**src/hdl/ttdt_pkg.sv**
```systemverilog
// Shared types and codes for the two-tone discrimination trial sequencer.
// No dependencies; imported by every module under hdl/.
package ttdt_pkg;

  // Trial state codes
  localparam logic [3:0] ST_IDLE     = 4'd0;
  localparam logic [3:0] ST_SAMPLE1  = 4'd1;
  localparam logic [3:0] ST_SAMPLE2  = 4'd2;
  localparam logic [3:0] ST_DELAY    = 4'd3;
  localparam logic [3:0] ST_GOCUE    = 4'd4;
  localparam logic [3:0] ST_RESPONSE = 4'd5;
  localparam logic [3:0] ST_REWARD   = 4'd6;
  localparam logic [3:0] ST_PUNISH   = 4'd7;
  localparam logic [3:0] ST_ITI      = 4'd8;

  // Trial types
  localparam logic [1:0] TYPE_NONE = 2'd0;
  localparam logic [1:0] TYPE_1    = 2'd1;
  localparam logic [1:0] TYPE_2    = 2'd2;

  // Tone commands
  localparam logic [1:0] TONE_NONE    = 2'd0;
  localparam logic [1:0] TONE_SAMPLE1 = 2'd1;
  localparam logic [1:0] TONE_SAMPLE2 = 2'd2;
  localparam logic [1:0] TONE_GOCUE   = 2'd3;

  // Timer select codes
  localparam logic [2:0] TMR_NONE     = 3'd0;
  localparam logic [2:0] TMR_TRAIN    = 3'd1;
  localparam logic [2:0] TMR_DELAY    = 3'd2;
  localparam logic [2:0] TMR_CUE      = 3'd3;
  localparam logic [2:0] TMR_RESPONSE = 3'd4;
  localparam logic [2:0] TMR_CONSUME  = 3'd5;
  localparam logic [2:0] TMR_PUNISH   = 3'd6;
  localparam logic [2:0] TMR_ITI      = 3'd7;

  // Trial outcomes
  localparam logic [1:0] OUT_ABORT     = 2'd0;
  localparam logic [1:0] OUT_HIT       = 2'd1;
  localparam logic [1:0] OUT_INCORRECT = 2'd2;
  localparam logic [1:0] OUT_NORESP    = 2'd3;

  // Register indexes
  localparam logic REG_MAX_REPEAT  = 1'b0;
  localparam logic REG_EARLY_PUNISH = 1'b1;

  localparam logic [7:0] RUN_MAX = 8'hFF;

  typedef struct packed {
    logic [7:0] max_repeat;
    logic       early_lick_punish;
  } cfg_t;

  typedef struct packed {
    logic lick_spout1;
    logic lick_spout2;
    logic in_position;
    logic timer_expired;
    logic coin_bit;
  } inp_t;

  typedef struct packed {
    logic [3:0] trial_state;
    logic [1:0] trial_type;
    logic [1:0] previous_type;
    logic [7:0] run_length;
    logic [1:0] pending_outcome;
  } ctx_t;

  typedef struct packed {
    logic [3:0] state_now;
    logic       entered;
    logic [1:0] tone_command;
    logic [1:0] reward_spout;
    logic [2:0] timer_select;
    logic       trial_booked;
    logic [1:0] trial_outcome;
  } res_t;

endpackage

```
**src/hdl/two_tone_discrimination_trial.sv**
```systemverilog
// Top level of the two-tone discrimination trial sequencer.
// Depends on ttdt_pkg, ttdt_regs and ttdt_step.
//
// Usage:
//  - Input channel (in_valid / in_stall): one word per polling cycle holding
//    the two lick flags, the position level, the timer-expired flag and a
//    coin bit. A word is taken at a clock edge with in_valid high and
//    in_stall low.
//  - Output channel (out_valid / out_stall): exactly one result word per
//    input word: the state entered (or held), the entry flag, tone command,
//    reward spout, timer select and, on entry to the interval, the booked
//    trial and its outcome.
//  - Path: a word taken at a clock edge passes the input register, one pass
//    of next-state logic and the result register before its result shows.
//  - Throughput: one word per cycle while not stalled; the trial state is
//    updated as the word enters the result register; the next word sees it.
//  - Receiver stall: the result register holds; the input register still
//    takes one more word, then in_stall rises until the result is taken.
//  - Reset (rst, synchronous): trial state idle, type 1, no type history,
//    pending outcome abort, max_repeat 3, early_lick_punish 1, both channels
//    empty.
//  - Registers over APB: max_repeat at 0x0, early_lick_punish at 0x4; write
//    only while no word is in flight.
module two_tone_discrimination_trial import ttdt_pkg::*; (
  input  logic        clk,
  input  logic        rst,
  // configuration
  input  logic        psel,
  input  logic        penable,
  input  logic        pwrite,
  input  logic [2:0]  paddr,
  input  logic [31:0] pwdata,
  output logic [31:0] prdata,
  output logic        pready,
  // input word
  input  logic        in_valid,
  output logic        in_stall,
  input  logic        lick_spout1,
  input  logic        lick_spout2,
  input  logic        in_position,
  input  logic        timer_expired,
  input  logic        coin_bit,
  // result word
  output logic        out_valid,
  input  logic        out_stall,
  output logic [3:0]  state_now,
  output logic        entered,
  output logic [1:0]  tone_command,
  output logic [1:0]  reward_spout,
  output logic [2:0]  timer_select,
  output logic        trial_booked,
  output logic [1:0]  trial_outcome
);

  cfg_t cfg;
  inp_t in_word;
  logic in_full;
  ctx_t ctx;
  ctx_t ctx_next;
  res_t res_next;
  res_t res;
  logic advance;

  ttdt_regs u_regs (
    .clk     (clk),
    .rst     (rst),
    .psel    (psel),
    .penable (penable),
    .pwrite  (pwrite),
    .paddr   (paddr),
    .pwdata  (pwdata),
    .prdata  (prdata),
    .pready  (pready),
    .cfg     (cfg)
  );

  // input register: refills in the same cycle the held word moves on
  assign advance  = in_full & (~out_valid | ~out_stall);
  assign in_stall = in_full & ~advance;

  always_ff @(posedge clk) begin
    if (rst) begin
      in_full <= 1'b0;
    end else if (!in_stall) begin
      in_full <= in_valid;
    end
  end

  always_ff @(posedge clk) begin
    if (in_valid && !in_stall) begin
      in_word.lick_spout1   <= lick_spout1;
      in_word.lick_spout2   <= lick_spout2;
      in_word.in_position   <= in_position;
      in_word.timer_expired <= timer_expired;
      in_word.coin_bit      <= coin_bit;
    end
  end

  ttdt_step u_step (
    .ctx      (ctx),
    .cfg      (cfg),
    .inp      (in_word),
    .ctx_next (ctx_next),
    .res      (res_next)
  );

  // trial context commits as the word passes to the result register
  always_ff @(posedge clk) begin
    if (rst) begin
      ctx.trial_state     <= ST_IDLE;
      ctx.trial_type      <= TYPE_1;
      ctx.previous_type   <= TYPE_NONE;
      ctx.run_length      <= 8'd0;
      ctx.pending_outcome <= OUT_ABORT;
    end else if (advance) begin
      ctx <= ctx_next;
    end
  end

  // result register
  always_ff @(posedge clk) begin
    if (rst) begin
      out_valid <= 1'b0;
    end else if (advance) begin
      out_valid <= 1'b1;
    end else if (!out_stall) begin
      out_valid <= 1'b0;
    end
  end

  always_ff @(posedge clk) begin
    if (advance) begin
      res <= res_next;
    end
  end

  assign state_now     = res.state_now;
  assign entered       = res.entered;
  assign tone_command  = res.tone_command;
  assign reward_spout  = res.reward_spout;
  assign timer_select  = res.timer_select;
  assign trial_booked  = res.trial_booked;
  assign trial_outcome = res.trial_outcome;

  // checks

  // a held state carries no actions
  a_hold_quiet: assert property (@(posedge clk) disable iff (rst)
    (out_valid && !entered) |->
      (tone_command == TONE_NONE && reward_spout == 2'd0 &&
       timer_select == TMR_NONE && !trial_booked && trial_outcome == OUT_ABORT))
    else $error("actions emitted without a state entry");

  // booking happens only on entry to the interval
  a_book_iti: assert property (@(posedge clk) disable iff (rst)
    (out_valid && trial_booked) |-> (entered && state_now == ST_ITI))
    else $error("trial booked outside interval entry");

  // water only on entry to reward, at the spout matching the trial type
  a_reward: assert property (@(posedge clk) disable iff (rst)
    (out_valid && reward_spout != 2'd0) |->
      (state_now == ST_REWARD && reward_spout == ctx.trial_type))
    else $error("reward outside reward entry");

  // the sequencer never lands on an unused state code
  a_state_range: assert property (@(posedge clk) disable iff (rst)
    advance |=> (ctx.trial_state <= ST_ITI))
    else $error("trial state out of range");

endmodule

```
**src/hdl/ttdt_regs.sv**
```systemverilog
// Configuration registers behind an APB-style slave port.
// Depends on ttdt_pkg (cfg_t, register indexes).
module ttdt_regs import ttdt_pkg::*; (
  input  logic        clk,
  input  logic        rst,
  input  logic        psel,
  input  logic        penable,
  input  logic        pwrite,
  input  logic [2:0]  paddr,
  input  logic [31:0] pwdata,
  output logic [31:0] prdata,
  output logic        pready,
  output cfg_t        cfg
);

  logic wr_en;

  assign pready = 1'b1;
  assign wr_en  = psel & penable & pwrite;

  always_ff @(posedge clk) begin
    if (rst) begin
      cfg.max_repeat        <= 8'd3;
      cfg.early_lick_punish <= 1'b1;
    end else if (wr_en) begin
      if (paddr[2] == REG_MAX_REPEAT) begin
        cfg.max_repeat <= pwdata[7:0];
      end else begin
        cfg.early_lick_punish <= pwdata[0];
      end
    end
  end

  // paddr[1:0] ignored: word aligned map
  always_comb begin
    if (paddr[2] == REG_EARLY_PUNISH) begin
      prdata = {31'd0, cfg.early_lick_punish};
    end else begin
      prdata = {24'd0, cfg.max_repeat};
    end
  end

endmodule

```
**src/hdl/ttdt_step.sv**
```systemverilog
// Next-state and entry-action logic for one polling word.
// Depends on ttdt_pkg (codes, ctx_t, cfg_t, inp_t, res_t).
module ttdt_step import ttdt_pkg::*; (
  input  ctx_t ctx,
  input  cfg_t cfg,
  input  inp_t inp,
  output ctx_t ctx_next,
  output res_t res
);

  logic       licked;
  logic       early;
  logic       in_trial;
  logic [1:0] coin_type;
  logic [1:0] draw_type;
  logic [3:0] sample_st;
  logic       right;
  logic       wrong;
  logic       moved;
  logic [3:0] target;

  assign licked    = inp.lick_spout1 | inp.lick_spout2;
  assign early     = licked & cfg.early_lick_punish;
  assign in_trial  = (ctx.trial_state == ST_SAMPLE1) || (ctx.trial_state == ST_SAMPLE2) ||
                     (ctx.trial_state == ST_DELAY)   || (ctx.trial_state == ST_GOCUE);
  assign sample_st = (ctx.trial_type == TYPE_1) ? ST_SAMPLE1 : ST_SAMPLE2;
  assign right     = (ctx.trial_type == TYPE_1) ? inp.lick_spout1 : inp.lick_spout2;
  assign wrong     = (ctx.trial_type == TYPE_1) ? inp.lick_spout2 : inp.lick_spout1;

  // Coin draw with repeat cap
  always_comb begin
    coin_type = inp.coin_bit ? TYPE_2 : TYPE_1;
    draw_type = coin_type;
    if (coin_type == ctx.previous_type && ctx.run_length >= cfg.max_repeat) begin
      draw_type = (coin_type == TYPE_1) ? TYPE_2 : TYPE_1;
    end
  end

  always_comb begin
    ctx_next = ctx;
    moved    = 1'b0;
    target   = ctx.trial_state;
    res      = '0;
    res.state_now = ctx.trial_state;

    if (in_trial && !inp.in_position) begin
      // leaving the port aborts, ahead of any lick test
      ctx_next.pending_outcome = OUT_ABORT;
      moved  = 1'b1;
      target = ST_ITI;
    end else begin
      case (ctx.trial_state)
        ST_IDLE: begin
          if (inp.in_position) begin
            moved = 1'b1;
            ctx_next.trial_type = draw_type;
            if (draw_type == ctx.previous_type) begin
              if (ctx.run_length != RUN_MAX) begin
                ctx_next.run_length = ctx.run_length + 8'd1;
              end
            end else begin
              ctx_next.previous_type = draw_type;
              ctx_next.run_length    = 8'd1;
            end
            target = (draw_type == TYPE_1) ? ST_SAMPLE1 : ST_SAMPLE2;
          end
        end
        ST_SAMPLE1, ST_SAMPLE2: begin
          if (early) begin
            moved = 1'b1;
          end else if (inp.timer_expired) begin
            moved  = 1'b1;
            target = ST_DELAY;
          end
        end
        ST_DELAY: begin
          if (early) begin
            moved  = 1'b1;
            target = sample_st;
          end else if (inp.timer_expired) begin
            moved  = 1'b1;
            target = ST_GOCUE;
          end
        end
        ST_GOCUE: begin
          if (inp.timer_expired) begin
            moved  = 1'b1;
            target = ST_RESPONSE;
          end
        end
        ST_RESPONSE: begin
          if (right) begin
            ctx_next.pending_outcome = OUT_HIT;
            res.reward_spout = ctx.trial_type;
            moved  = 1'b1;
            target = ST_REWARD;
          end else if (wrong) begin
            ctx_next.pending_outcome = OUT_INCORRECT;
            moved  = 1'b1;
            target = ST_PUNISH;
          end else if (inp.timer_expired || !inp.in_position) begin
            ctx_next.pending_outcome = OUT_NORESP;
            moved  = 1'b1;
            target = ST_ITI;
          end
        end
        ST_REWARD, ST_PUNISH: begin
          if (inp.timer_expired) begin
            moved  = 1'b1;
            target = ST_ITI;
          end
        end
        ST_ITI: begin
          if (inp.timer_expired) begin
            moved  = 1'b1;
            target = ST_IDLE;
          end
        end
        default: begin
          // unused codes hold silently
        end
      endcase
    end

    if (moved) begin
      ctx_next.trial_state = target;
      res.state_now = target;
      res.entered   = 1'b1;
      case (target)
        ST_SAMPLE1: begin
          res.tone_command = TONE_SAMPLE1;
          res.timer_select = TMR_TRAIN;
        end
        ST_SAMPLE2: begin
          res.tone_command = TONE_SAMPLE2;
          res.timer_select = TMR_TRAIN;
        end
        ST_DELAY:    res.timer_select = TMR_DELAY;
        ST_GOCUE: begin
          res.tone_command = TONE_GOCUE;
          res.timer_select = TMR_CUE;
        end
        ST_RESPONSE: res.timer_select = TMR_RESPONSE;
        ST_REWARD:   res.timer_select = TMR_CONSUME;
        ST_PUNISH:   res.timer_select = TMR_PUNISH;
        ST_ITI: begin
          res.timer_select  = TMR_ITI;
          res.trial_booked  = 1'b1;
          res.trial_outcome = ctx_next.pending_outcome;
        end
        default: begin
          res.timer_select = TMR_NONE;
        end
      endcase
    end
  end

endmodule

```
**config.mk**
```make
export PLATFORM = sky130hd
export DESIGN_NAME = two_tone_discrimination_trial
export DESIGN_NICKNAME = d
export VERILOG_FILES = /design/src/hdl/ttdt_pkg.sv /design/src/hdl/two_tone_discrimination_trial.sv /design/src/hdl/ttdt_regs.sv /design/src/hdl/ttdt_step.sv
export SDC_FILE = /design/constraint.sdc
export NUM_CORES = 1
export LEC_CHECK = 0
export BUFFER_PORTS_ARGS = -buffer_cell sky130_fd_sc_hd__buf_2
export CORE_MARGIN = 2
export CORE_UTILIZATION = 40
export CTS_CLUSTER_SIZE = 10
export DETAILED_ROUTE_END_ITERATION = 8
export SLEW_MARGIN = 20
export SYNTH_ARGS = -nofsm -noshare
export SYNTH_HDL_FRONTEND = slang
export SYNTH_HIERARCHICAL = 1
export SYNTH_SLANG_ARGS = --single-unit
export TNS_END_PERCENT = 30
```
**constraint.sdc**
```tcl
create_clock -name clk -period 3.47 [get_ports clk]
set_input_delay 0 -clock clk [delete_from_list [all_inputs] [get_ports clk]]
set_output_delay 0 -clock clk [all_outputs]
set_load 0.1 [all_outputs]
```
==> results of run 1 <==
cell type report:
cell class / instances / area [µm²]
Fill cell: 820 / 4430
Inverter: 17 / 63.8
Multi-Input combinational cell: 276 / 1860
Sequential cell: 49 / 1180
Clock inverter: 1 / 7.51
Clock buffer: 7 / 108
Tap cell: 105 / 131
Timing Repair Buffer: 63 / 400
worst max-delay path by stage:
stage                                     end  depth (start not counted)                  startpoint
after floorplan           ctx[8]$_SDFFE_PP0P_                         11  u_regs/cfg[3]$_SDFFE_PP0P_
after global placement    ctx[8]$_SDFFE_PP0P_                         10         ctx[4]$_SDFFE_PP0P_
after detailed placement  ctx[8]$_SDFFE_PP0P_                         10         ctx[4]$_SDFFE_PP0P_
after CTS                 ctx[8]$_SDFFE_PP0P_                         11         ctx[2]$_SDFFE_PP0P_
after global routing      ctx[8]$_SDFFE_PP0P_                         10         ctx[7]$_SDFFE_PP0P_
final                     ctx[8]$_SDFFE_PP0P_                         10         ctx[4]$_SDFFE_PP0P_
per-stage QoR:
stage	power, mW	instances	instance area [µm²]	util (%)	hold WS (ns)
3_3_place_gp	1.14	494	3470	42.5	0.181
6_report	1.55	518	3750	45.9	0.239
5_1_grt	1.62	518	3750	45.9	0.297
4_1_cts	1.56	518	3750	45.9	0.237
2_1_floorplan	1.12	389	3430	-	0.0989
3_5_place_dp	1.15	494	3470	42.5	0.181
critical path: stages, from the launching register on:
cell,delay (ns)
dfxtp_1,0.45
ha_1,0.29
a211oi_1,0.19
o21ai_1,0.12
a211o_1,0.33
a211oi_2,0.38
mux2_2,0.40
nor2_1,0.39
nor3_1,0.12
nand2b_1,0.09
mux2i_1,0.06
Yosys cell counts, drive strengths merged, types with 6 or more instances:
library cell	n	area, µm²
nor3	6	35.0
nand2	10	37.5
nor2b	6	37.5
edfxtp	20	601
dfxtp	29	581
clkbuf	7	26.3
nand2b	48	300
nand4	6	37.5
inv	17	63.8
buf	40	309
nand3	7	35.0
a21oi	11	55.1
ha	9	113
nor2	31	116
o21ai	15	75.1
and2b	7	61.3
mux2i	30	300
power by group through the flow:
stage / clock network, mW / registers (mW) / logic [mW]
after floorplan: 0 / 0.758 / 0.363
after CTS: 0.415 / 0.662 / 0.488
after detailed placement: 0 / 0.675 / 0.474
final: 0.400 / 0.662 / 0.487
after global routing: 0.437 / 0.666 / 0.520
after global placement: 0 / 0.674 / 0.470
registers in the layout, summed over array words and instances (netlist names):
signal         flops
out_valid          1
trial_outcome      2
ctx               18
state_now          4
tone_command       2
in_word            5
entered            1
u_regs/cfg         9
trial_booked       1
reward_spout       2
timer_select       3
in_full            1
cells by family after synthesis:
| kind of cell | Yosys count | share of synthesized area (%) |
|---|---|---|
| AO/OA/AOI/OAI | 58 | 12.3 |
| XOR/XNOR | 8 | 2.10 |
| adder cells (fa/ha/maj) | 9 | 3.37 |
| buffers and inverters | 64 | 11.9 |
| flip-flops | 49 | 35.3 |
| multiplexers | 32 | 9.66 |
| other | 2 | 0.225 |
| AND/OR/NAND/NOR | 144 | 25.1 |
repair_timing:
item,4_1_cts,5_1_grt
hold buffers,16,0
endpoints found under the hold margin,16,0
buffers inserted,0,0
per-layer routing:
metal / share of wire, % / track usage [%]
met2: 45 / 23.4
met4: 1.1 / 4.40
met3: 5.4 / 2.37
met1: 48 / 19.9
met5: 0 / 0
==> results_dict.tcl, run 1 <==
set metrics [dict create \
    skew_ns 0.00536 \
    cts-resized-gates 0 \
    ir_drop_mv 0.181 \
    grt_pass1_wl_um 10500 \
    mostFrequentLayoutCells "nand2b_1 (48), buf_2 (45), nor2_1 (31)" \
    ys_ff_latch 49 \
    min-delay-start "rst" \
    setup_ws_ns 0.510 \
    tightest_slew_ns 0.700 \
    yosys_warnings 6 \
    vias 2573 \
    drc 0 \
    clkTransAtPathRegs_ns 0.09 \
    cts_tree "yes" \
    finalSetupViolations 0 \
    holdPathEnd "out_valid$_SDFFE_PP0P_" \
    grt_antenna_before_repair 0 \
    layout_commonest_cell "nand2b_1" \
    area_growth_pct 12.1 \
    synth_edf_count 20 \
    rr_worst_depth 10 \
    syn_area_um2 3340 \
    p_sw_uw 588 \
    crit_type "reg -> reg" \
    synth_flop_cell "dfxtp_1" \
    grt_usage_pct 14.5 \
    comb_power_share_pct 31.4 \
    nets 468 \
    worstPathArrival_ns 3.14 \
    routedWlPerCell_um 12.3 \
    syn_avg_cell_area_um2 9.13 \
    dp_slack_ns 0.557 \
    syn_inst 366 \
    status "finished clean" \
    grt_max_degree 56 \
    slew_viol_final 0 \
    leakagePower_nw 1.52 \
    die-area_um2 9100 \
    grt_pass1_vias 2202 \
    viasPerCell 4.97 \
    finalCritPeriodShare_pct 85.3 \
    cts_htree_levels 2 \
    die_x_um 95.4 \
    hold_path_depth 2 \
    ys_seq_area_share_pct 35.3 \
    start_kind "flop" \
    regToRegSetupSlack_ns 0.51 \
    swShare_pct 38.0 \
    r2r_end "ctx[8]$_SDFFE_PP0P_" \
    r2r-start "ctx[4]$_SDFFE_PP0P_" \
    ant_nets 0 \
    cts.sinks 49 \
    diodes 0 \
    ys_types 61 \
    async_flop_share_pct 0 \
    rows 33 \
    fin_crit_ns 2.96 \
    clk_path_buf_depth 2 \
    p_int_uw 961 \
    slew_headroom_pct 53.3 \
    drt_iter0_drc 200 \
    cp.required_ns 3.65 \
    first_pass_iters 4 \
    finalHoldViolCount 0 \
    routed_wl_um 6360 \
    rsz0062_at_grt "false" \
    hpwlAfterDp_um 4450 \
    p_seq_share_pct 42.7 \
    overflow 0 \
    cts_buffers 5 \
    start_util_pct 40.9 \
    drive_above_1_share_pct 17.9 \
    die_h_um 95.4 \
    gp_congestion 0.851 \
    p_clk_share_pct 25.8 \
    max_freq_ghz 0.338 \
    cp-end-kind "flop" \
    portBuffers 45 \
    core_area_um2 8180 \
    final.setup.tns_ns 0 \
    drv_cap 0 \
    ioPinCount 97 \
    clkLatencyLatePin_ns 0.30 \
    cts-root-buf "clkbuf_8" \
    cp_max_fo 7 \
    min_path_type "in -> reg" \
    p_per_area_nw_per_um2 413 \
]
No activity file was read; power rests on OpenSTA's default activity.
==> inputs of run 2 (changes only) <==
--- a/config.mk
+++ b/config.mk
@@ -10,6 +10,7 @@
 export CORE_UTILIZATION = 40
 export CTS_CLUSTER_SIZE = 10
 export DETAILED_ROUTE_END_ITERATION = 8
+export GPL_TIMING_DRIVEN = 0
 export SLEW_MARGIN = 20
 export SYNTH_ARGS = -nofsm -noshare
 export SYNTH_HDL_FRONTEND = slang
==> run 2 against run 1 <==
Net effect:
- worst setup slack better by 0.038 ns
- final cell count grew 8.3%
- total power increased by 4.2%
- non-clock buffer count up 43
- highest routed layer unchanged
==> results_dict.tcl, run 2 (same netlist as run 1, synthesis figures left out) <==
set metrics [dict create \
    top_regs "ctx (18), u_regs/cfg (9), in_word (5)" \
    final.setup.tns_ns 0 \
    ioPinCount 97 \
    clkTransAtPathRegs_ns 0.09 \
    cts_htree_levels 2 \
    fin_crit_ns 2.92 \
    die-area_um2 9100 \
    finalCritPeriodShare_pct 84.2 \
    dr_wl_met2_um 3300 \
    crit_family "compound AO/OA/AOI/OAI gates" \
    rsz0062_at_grt "false" \
    fin_total_pwr_mw 1.61 \
    max_stage_delay_ns 0.46 \
    drive_above_1_share_pct 24.3 \
    start_util_pct 40.9 \
    area_growth_pct 21.0 \
    finalSetupViolations 0 \
    min_path_type "in -> reg" \
    setup_ws_ns 0.548 \
    cp_num_buf_inv 0 \
    ant_nets 0 \
    crit_type "reg -> reg" \
    finalHoldViolCount 0 \
    rows 33 \
    slew_headroom_pct 31.3 \
    largest_register_ffs 18 \
    worstPathArrival_ns 3.12 \
    portBuffers 44 \
    cts_hold_buf 15 \
    grt_usage_pct 16.2 \
    dp_slack_ns 0.535 \
    p_per_area_nw_per_um2 399 \
    die_h_um 95.4 \
    cp-end-kind "flop" \
    cts.sinks 49 \
    drv_cap 0 \
    overflow 0 \
    clkLatencyLatePin_ns 0.30 \
    mostFrequentLayoutCells "buf_2 (50), nand2b_1 (48), nor2_1 (31)" \
    routed_wl_um 7070 \
    die_x_um 95.4 \
    grt_pass1_wl_um 11700 \
    max_freq_ghz 0.342 \
    gp_congestion 0.845 \
    routedWlPerCell_um 12.6 \
    cts-resized-gates 0 \
    layout_commonest_cell "buf_2" \
    diodes 0 \
    wl_met1_um 3330 \
    viasPerCell 4.90 \
    met3WireLength_um 380 \
    cts_tree "yes" \
    leakagePower_nw 1.72 \
    first_pass_iters 4 \
    maxUsedRoutingLayer "met4" \
    skew_ns 0.00672 \
    nets 511 \
    path_cells "ha_1 > a211oi_1 > o21ai_1 > a211o_1 > a211oi_2 > mux2_2 > nor2_1 > nor3_1 > nand2b_1 > mux2i_1" \
    vias 2750 \
    ir_drop_mv 0.283 \
    status "finished clean" \
    clk_path_buf_depth 2 \
    grt_max_degree 25 \
    fin_hold_ws_ns 0.0138 \
    drt_iter0_drc 171 \
    cp_max_fo 7 \
    tightest_slew_ns 1.00 \
    hpwlAfterDp_um 5200 \
    cts_buffers 5 \
    core_area_um2 8180 \
    cp.required_ns 3.67 \
    cts-root-buf "clkbuf_8" \
    drc 0 \
    start_kind "flop" \
    slew_viol_final 0 \
    cts_setup_buffers 0 \
    top_register "ctx" \
    critPathSlowestCell "dfxtp_1" \
    grt_antenna_before_repair 0 \
    grt_pass1_vias 2426 \
]
run 2: per-stage QoR:
| step | util (%) | area [µm²] | instances |
|---|---|---|---|
| global placement | 46.3 | 3780 | 538 |
| finish | 49.5 | 4050 | 561 |
| floorplan | - | 3430 | 389 |
| detailed placement | 46.3 | 3780 | 538 |
| global route | 49.5 | 4050 | 561 |
| CTS | 49.5 | 4050 | 561 |
run 2: layer usage:
layer	up-vias	track usage, %
met2	78	27.0
met3	5	2.61
met4	0	4.05
met5	-	0
li1	1413	-
met1	1254	22.1
run 2: worst min-delay path, stage by stage:
cell and delay, ns:
buf_2 0.10, nand4_1 0.10, mux2i_1 0.07
run 2: layout make-up:
class                           instances  area (µm²)
Fill cell                             803        4130
Multi-Input combinational cell        276        1850
Sequential cell                        49        1180
Timing Repair Buffer                   59         370
Buffer                                 47         335
Tap cell                              105         131
Clock buffer                            5        68.8
Inverter                               17        63.8
Clock inverter                          3        46.3
run 2: worst paths after layout:
check             slack, ns                 start                         end  depth (start not counted)
setup / recovery       0.55   ctx[4]$_SDFFE_PP0P_         ctx[8]$_SDFFE_PP0P_                         10
hold / removal         0.01                pwrite  u_regs/cfg[0]$_SDFFE_PP1P_                          3
setup reg to reg       0.55   ctx[4]$_SDFFE_PP0P_         ctx[8]$_SDFFE_PP0P_                         10
hold reg to reg        0.49  ctx[10]$_SDFFE_PP0P_        ctx[10]$_SDFFE_PP0P_                          2
run 2: report_power, final:
group,internal (mW),leakage (nW),switching [mW]
Clock,0.216,0.0543,0.201
Combinational,0.160,1.24,0.386
Sequential,0.634,0.429,0.0173
==> inputs of run 3 (changes only) <==
--- a/config.mk
+++ b/config.mk
@@ -5,6 +5,7 @@
 export SDC_FILE = /design/constraint.sdc
 export NUM_CORES = 1
 export LEC_CHECK = 0
+export ABC_AREA = 1
 export BUFFER_PORTS_ARGS = -buffer_cell sky130_fd_sc_hd__buf_2
 export CORE_MARGIN = 2
 export CORE_UTILIZATION = 40
==> constraint.sdc (replaced) <==
create_clock -name clk -period 2.9 [get_ports clk]
set_input_delay 0 -clock clk [delete_from_list [all_inputs] [get_ports clk]]
set_output_delay 0 -clock clk [all_outputs]
set_load 0.1 [all_outputs]
==> run 3 against run 2 <==
Net effect:
- die area grew 6.2%
- largest cell class unchanged
- fmax grew 20%
- via count grew 15%
- critical endpoint is now timer_select[0]$_DFFE_PP_
- routed wire length grew 11%
- highest routed layer unchanged
- sequential power grew 24%
- critical path type unchanged
==> results_dict.tcl, run 3 <==
set metrics [dict create \
    ant_nets 0 \
    hpwlAfterDp_um 6040 \
    die_h_um 98.4 \
    syn_inst 491 \
    crit_top_cell "nand2_1" \
    die-area_um2 9670 \
    drive_above_1_share_pct 26.4 \
    cts_buffers 5 \
    final_area_um2 4230 \
    max_stage_delay_ns 0.47 \
    overflow 0 \
    gp_congestion 0.913 \
    regToRegSetupSlack_ns 0.47 \
    min_path_type "in -> reg" \
    finalSetupViolations 0 \
    cp-end-kind "flop" \
    cts_setup_buffers 0 \
    netlist.top_cell.by_area "edfxtp_1" \
    core_area_um2 8680 \
    min-delay-start "pwdata[4]" \
    area_growth_pct 18.9 \
    die_x_um 98.4 \
    ys_ff_latch 49 \
    p_per_area_nw_per_um2 484 \
    cts-root-buf "clkbuf_8" \
    yosys_warnings 6 \
    skew_ns 0.00858 \
    synth.top_cell.area_share_pct 16.9 \
    ys_types 46 \
    clkTransAtPathRegs_ns 0.10 \
    ys_top_cells_by_area "edfxtp_1 (17%), dfxtp_1 (16%), nand2_1 (8.7%), inv_1 (8.1%), buf_4 (7.2%)" \
    slew_viol_final 0 \
    stdcell_count 688 \
    r2r_end "timer_select[0]$_DFFE_PP_" \
    ys_seq_area_share_pct 33.2 \
    mostFrequentLayoutCells "nand2_1 (83), inv_1 (77), nor2_1 (68)" \
    path_cells "inv_1 > ha_1 > nand2_1 > nor2_1 > nor2_1 > nand2_1 > nand2_1 > nand2_1 > nand2_1 > nand2_1 > nand3_1 > a21oi_2 > nand2_1 > nand3_1 > nand2_1 > nand2_1" \
    setup_ws_ns 0.473 \
    cp_max_fo 6 \
    async_flop_share_pct 0 \
    ioPinCount 97 \
    routedWlPerCell_um 11.5 \
    cts-resized-gates 0 \
    first_pass_iters 5 \
    fillers 905 \
    p_int_mw 1.16 \
    routed_wl_um 7880 \
    cts_htree_levels 2 \
    p_sw_uw 883 \
    viasPerCell 4.61 \
    hold_path_depth 5 \
    cts_tree "yes" \
    rsz0062_at_grt "false" \
    drt_iter0_drc 198 \
    grt_usage_pct 16.9 \
    clkLatencyLatePin_ns 0.31 \
    synth_flop_cell "dfxtp_1" \
    clk_path_buf_depth 2 \
    rr_worst_depth 16 \
    status "finished clean" \
    start_util_pct 41.0 \
    worstPathArrival_ns 2.61 \
    grt_antenna_before_repair 0 \
    p_clk_share_pct 20.9 \
    p_seq_share_pct 39.5 \
    comb_power_share_pct 39.7 \
    critPathSlowestCell "dfxtp_1" \
    grt_pass1_wl_um 13700 \
    dpl_cell_area_um2 4010 \
    grt_pass1_vias 2999 \
    post-synth-top-count-cell "nand2_1" \
    drc 0 \
    dp.cells 667 \
    vias 3173 \
    r2r-start "ctx[2]$_SDFFE_PP0P_" \
    max_freq_ghz 0.412 \
    cts.sinks 49 \
    grt_max_degree 18 \
    swShare_pct 43.1 \
    start_kind "flop" \
    dp_slack_ns 0.519 \
    cts_hold_buf 13 \
    finalHoldViolCount 0 \
    finalCritPeriodShare_pct 83.7 \
    syn_area_um2 3560 \
    holdPathEnd "u_regs/cfg[5]$_SDFFE_PP0P_" \
    yosys-top-cells-count "nand2_1 (83), inv_1 (77), nor2_1 (68)" \
    leakagePower_nw 2.12 \
    rows 34 \
    nets 635 \
    portBuffers 45 \
    synth_edf_count 20 \
    crit_type "reg -> reg" \
    largest_register_ffs 18 \
    tightest_slew_ns 0.558 \
    top_regs "ctx (18), u_regs/cfg (9), in_word (5)" \
    slew_headroom_pct 62.8 \
    cp.required_ns 3.08 \
    layout_commonest_cell "nand2_1" \
    diodes 0 \
    ir_drop_mv 0.206 \
    top_register "ctx" \
    fin_crit_ns 2.43 \
    drv_cap 0 \
    final.setup.tns_ns 0 \
    syn_avg_cell_area_um2 7.25 \
]
run 3: changes by cell type in the layout (fill, tap and decap cells not counted), sizes merged, moves of 6 or more:
| cell | change |
|---|---|
| a21oi | +13 |
| nand2b | -48 |
| nor2b | -6 |
| nand2 | +81 |
| and2b | -7 |
| nand3 | +47 |
| o21ai | +6 |
| mux2i | -30 |
| nor2 | +54 |
| inv | +74 |
run 3: routing by layer:
layer | part of all wire (%) | GRT usage, % | up-vias
li1 | - | - | 1662
met1 | 47 | 22.6 | 1404
met2 | 47 | 29.1 | 105
met3 | 5.6 | 2.51 | 2
met4 | 0.62 | 3.90 | 0
met5 | 0 | 0 | -
run 3: cell type report:
class | count | area, µm² | area share (%)
multi-input cells | 334 | 1790 | 42.3
plain buffers | 40 | 328 | 7.74
flip-flops and latches | 49 | 1180 | 27.9
clock inverters | 3 | 26.3 | 0.621
inverters | 91 | 349 | 8.25
repair buffers | 58 | 355 | 8.39
well taps | 108 | 135 | 3.19
clock buffers | 5 | 68.8 | 1.63
run 3: logic make-up (layout without fill, tap and decap cells):
kind of cell	after synthesis	after routing	synth area share, %
adders and majority gates	9	9	3.16
xor gates and xnor gates	2	2	0.492
AOI/OAI and AO/OA	58	58	10.5
and+or+nand+nor	240	240	33.5
other	2	25	0.211
DFF	49	49	33.2
buffers and inverters	131	197	19.0
run 3: worst max-delay path by stage:
stage	slack (ns)	cells past startpoint	endpoint	startpoint
after floorplan	0.94	17	timer_select[0]$_DFFE_PP_	ctx[2]$_SDFFE_PP0P_
after global placement	0.60	16	timer_select[0]$_DFFE_PP_	ctx[2]$_SDFFE_PP0P_
after detailed placement	0.52	16	timer_select[0]$_DFFE_PP_	ctx[2]$_SDFFE_PP0P_
after CTS	0.48	16	timer_select[0]$_DFFE_PP_	ctx[2]$_SDFFE_PP0P_
after global routing	0.19	17	timer_select[0]$_DFFE_PP_	ctx[2]$_SDFFE_PP0P_
final	0.47	16	timer_select[0]$_DFFE_PP_	ctx[2]$_SDFFE_PP0P_
run 3: worst max-delay path: cells and delay by family, from the launching register on:
| kind | cells | cell delay [ns] |
|---|---|---|
| AOI/OAI and AO/OA | 1 | 0.34 |
| and+or+nand+nor | 13 | 1.09 |
| DFF | 1 | 0.47 |
| adders and majority gates | 1 | 0.29 |
| buffers and inverters | 1 | 0.11 |
run 3: per-stage QoR:
step / hold slack [ns] / power (mW) / util [%]
global placement: 0.180 / 1.61 / 46.2
finish: 0.0131 / 2.05 / 48.8
global route: 0.0185 / 2.17 / 48.8
floorplan: 0.0691 / 1.50 / -
detailed placement: 0.179 / 1.62 / 46.2
CTS: 0.00958 / 2.07 / 48.8
run 3: power by group through the flow:
stage / Sequential (mW) / Combinational [mW] / Clock, mW
floorplan: 0.936 / 0.560 / 0
global placement: 0.823 / 0.784 / 0
detailed placement: 0.824 / 0.796 / 0
CTS: 0.809 / 0.810 / 0.447
global route: 0.816 / 0.881 / 0.472
finish: 0.808 / 0.812 / 0.428
